[config.mk]
export PLATFORM = sky130hd
export DESIGN_NAME = utf8_stream_decoder
export DESIGN_NICKNAME = d
export VERILOG_FILES = /design/src/design/utf8sd_pkg.sv /design/src/design/utf8sd_step.sv /design/src/design/utf8_stream_decoder.sv
export SDC_FILE = /design/constraint.sdc
export NUM_CORES = 1
export LEC_CHECK = 0
export BUFFER_PORTS_ARGS = -buffer_cell sky130_fd_sc_hd__buf_4
export CAP_MARGIN = 20
export CORE_UTILIZATION = 52
export CTS_CLUSTER_DIAMETER = 50
export DETAILED_ROUTE_END_ITERATION = 12
export PLACE_DENSITY = 0.73
export SETUP_SLACK_MARGIN = 0.15
export SYNTH_ARGS = -nofsm -noshare
export SYNTH_HDL_FRONTEND = slang
export SYNTH_HIERARCHICAL = 1
export SYNTH_SLANG_ARGS = --single-unit
[constraint.sdc]
create_clock -name clk -period 3.7 [get_ports clk]
set_clock_uncertainty 0.15 [all_clocks]
set_input_delay 1.11 -clock clk [delete_from_list [all_inputs] [get_ports clk]]
set_output_delay 1.11 -clock clk [all_outputs]
set_load 0.1 [all_outputs]
[src/design/utf8sd_pkg.sv]
// ----------------------------------------------------------------------------
// utf8sd_pkg
// Shared types, constants and lead-byte decode functions for the UTF-8
// stream decoder.
// ----------------------------------------------------------------------------
package utf8sd_pkg;

  localparam int unsigned CP_W = 21;
  localparam logic [CP_W-1:0] REPLACEMENT_CP = 21'h00FFFD;
  localparam logic [CP_W-1:0] MAX_CP         = 21'h10FFFF;
  localparam logic [CP_W-1:0] SURR_LO        = 21'h00D800;
  localparam logic [CP_W-1:0] SURR_HI        = 21'h00DFFF;
  localparam logic [5:0]      CONT_MASK      = 6'h3F;

  typedef logic [2:0] width_t;

  typedef struct packed {
    logic [1:0] bytes_left;
    logic       swallowing;
  } ctl_t;

  // Sequence width from the lead byte; zero for bytes that cannot lead.
  function automatic width_t lead_width(input logic [7:0] b);
    width_t w;
    priority if (b <= 8'h7F) w = 3'd1;
    else if (b <  8'hC2) w = 3'd0;
    else if (b <= 8'hDF) w = 3'd2;
    else if (b <= 8'hEF) w = 3'd3;
    else if (b <= 8'hF4) w = 3'd4;
    else                 w = 3'd0;
    return w;
  endfunction

  function automatic logic [6:0] lead_mask(input width_t w);
    logic [6:0] m;
    unique case (w)
      3'd1:    m = 7'h7F;
      3'd2:    m = 7'h1F;
      3'd3:    m = 7'h0F;
      default: m = 7'h07;
    endcase
    return m;
  endfunction

  // Surrogates and out-of-range values become the replacement character.
  function automatic logic [CP_W-1:0] checked(input logic [CP_W-1:0] v);
    logic [CP_W-1:0] r;
    if ((v >= SURR_LO && v <= SURR_HI) || v > MAX_CP) r = REPLACEMENT_CP;
    else r = v;
    return r;
  endfunction

endpackage

[src/design/utf8sd_step.sv]
// ----------------------------------------------------------------------------
// utf8sd_step
// Combinational decode of one byte against the current sequence state:
// next state, result flag and code point.
// ----------------------------------------------------------------------------
module utf8sd_step #(
  parameter int unsigned MAX_WIDTH = 3,
  parameter int unsigned ACC_W     = 5 * MAX_WIDTH + 1
) (
  input  utf8sd_pkg::ctl_t            ctl,
  input  logic [ACC_W-1:0]            acc,
  input  logic [7:0]                  byte_in,
  input  logic                        last_in,
  output utf8sd_pkg::ctl_t            ctl_nxt,
  output logic [ACC_W-1:0]            acc_nxt,
  output logic                        emit,
  output logic [utf8sd_pkg::CP_W-1:0] cp
);

  localparam int unsigned CP_W = utf8sd_pkg::CP_W;

  utf8sd_pkg::width_t w;
  logic [1:0]         bl_dec;
  logic [ACC_W-1:0]   acc_shift;
  logic [ACC_W-1:0]   acc_lead;
  logic [CP_W-1:0]    cp_raw;
  logic               use_check;

  assign w         = utf8sd_pkg::lead_width(byte_in);
  assign bl_dec    = ctl.bytes_left - 2'd1;
  assign acc_shift = ACC_W'({acc, byte_in[5:0] & utf8sd_pkg::CONT_MASK});
  assign acc_lead  = ACC_W'(byte_in[6:0] & utf8sd_pkg::lead_mask(w));

  always_comb begin
    ctl_nxt   = ctl;
    acc_nxt   = acc;
    emit      = 1'b0;
    use_check = 1'b0;
    cp_raw    = utf8sd_pkg::REPLACEMENT_CP;
    if (ctl.bytes_left != 2'd0) begin
      ctl_nxt.bytes_left = bl_dec;
      emit = (bl_dec == 2'd0) || last_in;
      if (!ctl.swallowing) begin
        acc_nxt   = acc_shift;
        use_check = 1'b1;
        cp_raw    = CP_W'(acc_shift);
      end
    end else if (w == 3'd0) begin
      emit = 1'b1;
    end else if (32'(w) > MAX_WIDTH) begin
      if (last_in) begin
        emit = 1'b1;
      end else begin
        ctl_nxt.bytes_left = 2'(w - 3'd1);
        ctl_nxt.swallowing = 1'b1;
        acc_nxt            = '0;
      end
    end else begin
      acc_nxt   = acc_lead;
      use_check = 1'b1;
      cp_raw    = CP_W'(acc_lead);
      if (w == 3'd1 || last_in) begin
        emit = 1'b1;
      end else begin
        ctl_nxt.bytes_left = 2'(w - 3'd1);
        ctl_nxt.swallowing = 1'b0;
      end
    end
    // a finished sequence clears the state
    if (emit) begin
      ctl_nxt = '0;
      acc_nxt = '0;
    end
  end

  assign cp = use_check ? utf8sd_pkg::checked(cp_raw) : utf8sd_pkg::REPLACEMENT_CP;

endmodule

[src/design/utf8_stream_decoder.sv]
// ----------------------------------------------------------------------------
// utf8_stream_decoder
// UTF-8 byte stream to code points. One byte is taken per cycle, with no
// bubbles, unless a finished sequence waits on a full result register: a
// byte lands in the input register, is decoded in the next cycle against the
// sequence state and, when it completes a sequence or ends the string,
// writes the result register. Throughput is one byte per cycle under the same
// condition, set by the single decode step between the input and result
// registers. Bytes that cannot lead, surrogates and values above U+10FFFF
// yield U+FFFD; a string that ends mid-sequence yields the partial value.
// MAX_WIDTH (3 or 4) is the longest sequence decoded; longer ones yield U+FFFD.
// ----------------------------------------------------------------------------
module utf8_stream_decoder #(
  parameter int unsigned MAX_WIDTH = 3
) (
  input  logic                        clk,
  input  logic                        rst_n,
  input  logic                        in_valid,
  output logic                        in_ready,
  input  logic [7:0]                  in_byte,
  input  logic                        in_last,
  output logic                        out_valid,
  input  logic                        out_ready,
  output logic [utf8sd_pkg::CP_W-1:0] out_code_point,
  output logic                        out_last
);

  localparam int unsigned ACC_W = 5 * MAX_WIDTH + 1;
  localparam int unsigned CP_W  = utf8sd_pkg::CP_W;

  logic             s0_valid_r;
  logic [7:0]       s0_byte_r;
  logic             s0_last_r;

  utf8sd_pkg::ctl_t ctl_r, ctl_nxt;
  logic [ACC_W-1:0] acc_r, acc_nxt;
  logic             emit;
  logic [CP_W-1:0]  cp;

  logic             out_valid_r;
  logic [CP_W-1:0]  cp_r;
  logic             out_last_r;

  logic             out_free;
  logic             s0_adv;

  utf8sd_step #(
    .MAX_WIDTH (MAX_WIDTH),
    .ACC_W     (ACC_W)
  ) u_step (
    .ctl     (ctl_r),
    .acc     (acc_r),
    .byte_in (s0_byte_r),
    .last_in (s0_last_r),
    .ctl_nxt (ctl_nxt),
    .acc_nxt (acc_nxt),
    .emit    (emit),
    .cp      (cp)
  );

  assign out_free = !out_valid_r || out_ready;
  assign s0_adv   = s0_valid_r && (!emit || out_free);
  assign in_ready = !s0_valid_r || s0_adv;

  always_ff @(posedge clk) begin
    if (!rst_n) begin
      s0_valid_r  <= 1'b0;
      ctl_r       <= '0;
      acc_r       <= '0;
      out_valid_r <= 1'b0;
    end else begin
      if (in_ready) begin
        s0_valid_r <= in_valid;
      end
      if (s0_adv) begin
        ctl_r <= ctl_nxt;
        acc_r <= acc_nxt;
      end
      if (s0_adv && emit) begin
        out_valid_r <= 1'b1;
      end else if (out_ready) begin
        out_valid_r <= 1'b0;
      end
    end
  end

  always_ff @(posedge clk) begin
    if (in_ready && in_valid) begin
      s0_byte_r <= in_byte;
      s0_last_r <= in_last;
    end
    if (s0_adv && emit) begin
      cp_r       <= cp;
      out_last_r <= s0_last_r;
    end
  end

  assign out_valid      = out_valid_r;
  assign out_code_point = cp_r;
  assign out_last       = out_last_r;

endmodule

Yosys cells after proc, flatten, opt, wreduce, memory -nomap -nowiden
Cells that the tools add are included.
{ "word_totals": {"regBits": 46, "in_bits": 13, "out_inout_bits": 24, "word_cells": 88} }
{ "op_classes": {"addsub": 2, "magnitude_cmp": 9, "n_eq_ne": 11, "muxes": 34, "n_bitwise": 2, "reduce_logical": 21} }
{ "op_table": {"columns": ["operator", "count"], "rows": [
  ["$mux 10", 6],
  ["$mux 21", 2],
  ["$mux 16", 2],
  ["$mux 3", 10],
  ["$le 8x8->1 const B", 3],
  ["$ge 21x16->1 const B", 1],
  ["$gt 21x21->1 const B", 1],
  ["$le 21x16->1 const B", 1],
  ["$pmux 7 s3", 1],
  ["$mux 1", 12],
  ["$le 8x7->1 const B", 1],
  ["$lt 8x8->1 const B", 1],
  ["$reduce_and 4->1", 2],
  ["$and 7x7->7", 1],
  ["$eq 3x2->1 const B", 2],
  ["$logic_or 1x1->1", 6],
  ["$ne 3x2->1 const B", 2],
  ["$ne 3x3->1 const B", 2],
  ["$reduce_and 5->1", 1],
  ["$logic_and 1x1->1", 4],
  ["$ne 2x2->1 const B", 2],
  ["$ne 4x2->1 const B", 1],
  ["$ne 4x3->1 const B", 1],
  ["$reduce_bool 2->1", 2],
  ["9 further kinds", 12]
]} }

Logic depth before layout (Yosys ltp)
{ "depth": {"ltp_word": 17, "ltp_mapped": 11, "mapped_depth_nobuf": 10} }

Hierarchy
Netlist, hierarchy kept.
{ "by_module_without_submodules": {"columns": ["mod", "n_inst", "cells_per_inst", "area_per_inst_um2", "seq_area_each_um2"], "rows": [
  ["utf8_stream_decoder", 1, 124, 1795.5, 1351.3],
  ["utf8sd_step", 1, 137, 902.1, 0.0]
]} }

Least setup slack after synthesis
No wires, ideal clock.
{ "synth_timing": {"path_kind": "reg-to-output", "from": "reg s0_byte_r[3]", "to": "out in_ready", "arrival_time_ns": 2.948, "required_ns": 2.440, "slack_ns": -0.508, "stages_incl_launch_ff": 8, "n_path_buf": 0, "path_cell_list": "edfxtp_1 -> or2_2 -> o41ai_1 -> ha_1 -> nor2_1 -> o31ai_2 -> and2_1 -> nand2_1"} }
{ "synth_via": {"elab_chain_len": 16, "word_cells_on_any_way": 22} }
{ "synth_lines": {"columns": ["item", "line", "rtl"], "rows": [
  ["from (decl)", "utf8_stream_decoder.sv:32", "logic [7:0] s0_byte_r;"],
  ["from (signal assigned)", "utf8_stream_decoder.sv:89", "s0_byte_r <= in_byte;"],
  ["$le 8x8->1", "utf8sd_pkg.sv:29", "else if (b <= 8'hF4) w = 3'd4;"],
  ["$mux 3", "utf8sd_pkg.sv:29", null],
  ["$mux 3", "utf8sd_pkg.sv:28", "else if (b <= 8'hEF) w = 3'd3;"],
  ["$mux 3", "utf8sd_pkg.sv:27", "else if (b <= 8'hDF) w = 3'd2;"],
  ["$mux 3", "utf8sd_pkg.sv:26", "else if (b < 8'hC2) w = 3'd0;"],
  ["$mux 3 *", "utf8sd_pkg.sv:25", "priority if (b <= 8'h7F) w = 3'd1;"],
  ["$eq 3x1->1", "utf8sd_step.sv:62", "if (w == 3'd1 || last_in) begin"],
  ["$logic_or 1x1->1", "utf8sd_step.sv:62", null],
  ["$mux 1", "utf8sd_step.sv:62", null],
  ["$mux 1", "utf8sd_step.sv:50", "end else if (32'(w) > MAX_WIDTH) begin"],
  ["$mux 1 *", "utf8sd_step.sv:48", "end else if (w == 3'd0) begin"],
  ["$mux 1 *", "utf8sd_step.sv:40", "if (ctl.bytes_left != 2'd0) begin"],
  ["net emit", "utf8_stream_decoder.sv:37", "logic emit;"],
  ["$logic_not 1->1 *", "utf8_stream_decoder.sv:62", "assign s0_adv = s0_valid_r && (!emit || out_free);"],
  ["$logic_or 1x1->1 *", "utf8_stream_decoder.sv:62", null],
  ["$logic_and 1x1->1 *", "utf8_stream_decoder.sv:62", null],
  ["$logic_or 1x1->1 *", "utf8_stream_decoder.sv:63", "assign in_ready = !s0_valid_r || s0_adv;"],
  ["to (decl)", "utf8_stream_decoder.sv:19", "output logic in_ready,"]
]} }
The timed path passes the listed nets; every way through them passes the cells marked *.

Worst setup path after layout
{ "layout_timing": {"from": "reg s0_byte_r[5]", "to": "out in_ready"} }
Same word-level chain as after synthesis.

==> reports/summary.txt <==
TIMING
----------------------------------------------------------------------------------
Period Utilization, post-route                                              95.26%
Setup_tns                                                                     0 ns
Pin slew with the least headroom to its limit                            0.6219 ns
Setup-violating endpoint count in the final report                               0
Maximum achievable frequency                                             283.7 MHz
Worst max-slew margin expressed relative to the limit                       58.38%
Hold violation count in the final report                                         0
Setup repair after global routing missed its margin                           true
Period minus WS final                                                     3.524 ns
Max-slew violations                                                              0

POWER
----------------------------------------------------------------------------------
Leakage Power                                                             1.062 nW
Combinational share of power                                                 21.2%
Proportion of power drawn by the clock network                               30.3%
Sw power                                                               0.0003637 W
Part of the total power dissipated in sequential elements                    48.5%
Internal cell power                                                    0.0008543 W
Switching Share                                                             29.86%
Pwr per Cell Area                                                     419.3 nW/um^2
Worst IR drop on VDD                                                     0.2266 mV

PLACE
----------------------------------------------------------------------------------
Final weighted congestion of routability-driven global placement            0.9391
Half-perimeter wire length after detailed placement                        3225 um
Area post-placement                                                      2723 um^2
Count of buffers from port buffering                                            36

CTS
----------------------------------------------------------------------------------
CTS Root Buffer Type                                                  sky130_fd_sc_hd__clkbuf_8
Max H-tree Level                                                                 2
Clock Path Buffers                                                               2
Clock-pin slew on the worst setup and hold paths                           0.09 ns
Clock network latency to the later pin of the worst-skew pair              0.30 ns
Clock tree from TritonCTS                                                    built
Hold buffer count at CTS                                                         0
Clock sinks                                                                     46
Number of CTS-inserted buffers                                                   5

DETAILED ROUTING
----------------------------------------------------------------------------------
Violation count after the first detailed-routing iteration                     110
Number of nets with antenna violations after detailed routing                    0
Total vias in the final route                                                 1750
Residual DRC                                                                     0
Mean routed wirelength per cell                                           14.48 um
Number of iterations in the first detailed-routing pass                          4
Post-Route WL                                                              4590 um
Via density per instance                                                     5.521

GLOBAL ROUTE
----------------------------------------------------------------------------------
Initial antenna violation count                                                  0
Via count of the first global-routing pass                                    1616
First-pass GRT wire length                                                 7576 um
GRT Overall Usage                                                           19.93%
Aggregate global routing overflow                                                0
Largest net degree at the start of global routing                               29

HOLD PATH
----------------------------------------------------------------------------------
Startpoint of the tightest hold check path                                acc_r[4]
Worst hold path depth                                                            2
Tightest Hold Check Type                                                   reg2reg
Min-Delay Endpoint                                                        acc_r[4]

LAYOUT
----------------------------------------------------------------------------------
Most common cell after layout, fill and taps aside                    sky130_fd_sc_hd__buf_4
Post-synthesis to final-layout area growth                                  21.70%
Final non-filler cell area                                               2905 um^2
Register area                                                            1231 um^2
Highest-count cells in the layout ignoring fill and taps              sky130_fd_sc_hd__buf_4 (47), sky130_fd_sc_hd__nand2_1 (35), sky130_fd_sc_hd__edfxtp_1 (31)
Multi-input gate area in the final layout                                1115 um^2
# fillers                                                                      333
Net count reported at finish                                                   281
Antenna cell count                                                               0
Share of final-layout standard cells stronger than drive strength 1         29.06%

FLOORPLANNING
----------------------------------------------------------------------------------
Die span in x                                                             69.76 um
Boundary Pins                                                                   37
Initial Utilization                                                         54.45%
Die outline area                                                         4866 um^2
Area inside the core boundary                                            4384 um^2
Y dimension of the die                                                    69.76 um
Count of standard-cell rows                                                     24

WORST SETUP PATH
----------------------------------------------------------------------------------
R2r endpoint                                                              acc_r[3]
Setup crit start kind                                                    flip-flop
Kind of critical path                                                      reg2out
Data required time at the worst endpoint                                   2.44 ns
Data arrival time of the worst path                                        2.26 ns
Length in cells of the worst reg-to-reg path                                     9
Setup slack of the most critical reg-to-reg path                           0.82 ns
Critical path capture point type                                       output port
RR Startpoint                                                         s0_byte_r[5]
Worst-path fanout max                                                            6

SYNTHESIS
----------------------------------------------------------------------------------
Ys Warns                                                                         6
Post-Synthesis Mean Instance Area                                       10.66 um^2
Synthesized netlist cell count                                                 224
Mapped Area                                                              2387 um^2

FLOW RUN
----------------------------------------------------------------------------------
Maximum capacitance violations                                                   0

RUN STATUS
----------------------------------------------------------------------------------
Run status                                                            finished clean

-- worst max-delay path, stage by stage (launching register included) --
cell	delay [ns]
sky130_fd_sc_hd__edfxtp_1	0.52
sky130_fd_sc_hd__o41ai_4	0.49
sky130_fd_sc_hd__ha_2	0.27
sky130_fd_sc_hd__nor2_2	0.06
sky130_fd_sc_hd__o31ai_4	0.19
sky130_fd_sc_hd__and2_4	0.21
sky130_fd_sc_hd__nand2_8	0.05
sky130_fd_sc_hd__buf_12	0.16
-- sequential cells by signal, summed over array words and instances, names as in the netlist --
name and cells:
s0_byte_r 8, out_last 1, acc_r 10, out_valid 1, out_code_point 21, s0_last_r 1
s0_valid_r 1, ctl_r 3
-- cell type report --
class                      count  share of cell area (%)
clock buffer                   6                   2.498
clock inverter                 2                   1.292
inverter                       3                  0.3876
multi-input combinational    160                   38.37
sequential                    46                   42.38
tap                           52                   2.239
timing repair buffer          48                   12.83
-- metal layers --
| layer | vias up | global-route usage [%] | routed length, um |
|---|---|---|---|
| met2 | 51 | 33.76 | 2291 |
| met4 | 0 | 8.444 | 71 |
| met3 | 7 | 4.651 | 174 |
| li1 | 873 | - | - |
| met5 | - | 0 | 0 |
| met1 | 819 | 24.36 | 2052 |
-- stage by stage --
step / power [W] / setup WS, ns / cells / hold slack (ns) / utilization, %
floorplan: 0.0008008 / 0.1948 / 228 / 0.2744 / -
global placement: 0.0008478 / 0.3012 / 303 / 0.3141 / 62.10
detailed placement: 0.0008504 / 0.2380 / 303 / 0.3258 / 62.10
CTS: 0.001220 / 0.1117 / 314 / 0.3381 / 65.75
global route: 0.001263 / 0.08711 / 317 / 0.3679 / 66.27
finish: 0.001218 / 0.1755 / 317 / 0.3369 / 66.27
-- timing repair --
action | 4_1_cts | 5_1_grt
setup endpoints to repair | 1 | 1
resized for setup | 6 | 0
buffers inserted | 3 | 3
pin swaps | 4 | 2
-- power groups by stage --
stage	Combinational [W]	Sequential, W	Clock, W
final	0.000258	0.000591	0.000370
after global routing	0.000271	0.000593	0.000399
after detailed placement	0.000247	0.000603	0
after CTS	0.000254	0.000591	0.000375
after floorplan	0.0000995	0.000701	0
after global placement	0.000245	0.000603	0
-- worst max path at each step --
| stage | startpoint | end | cells after the start | slack (ns) |
|---|---|---|---|---|
| final | s0_byte_r[5] | in_ready | 7 | 0.18 |
| after global routing | s0_byte_r[5] | in_ready | 7 | 0.09 |
| after CTS | s0_byte_r[3] | in_ready | 8 | 0.11 |
| after detailed placement | s0_byte_r[2] | in_ready | 8 | 0.24 |
| after global placement | s0_byte_r[2] | in_ready | 8 | 0.30 |
| after floorplan | s0_byte_r[3] | in_ready | 7 | 0.19 |
(Power assumes the default switching activity.)
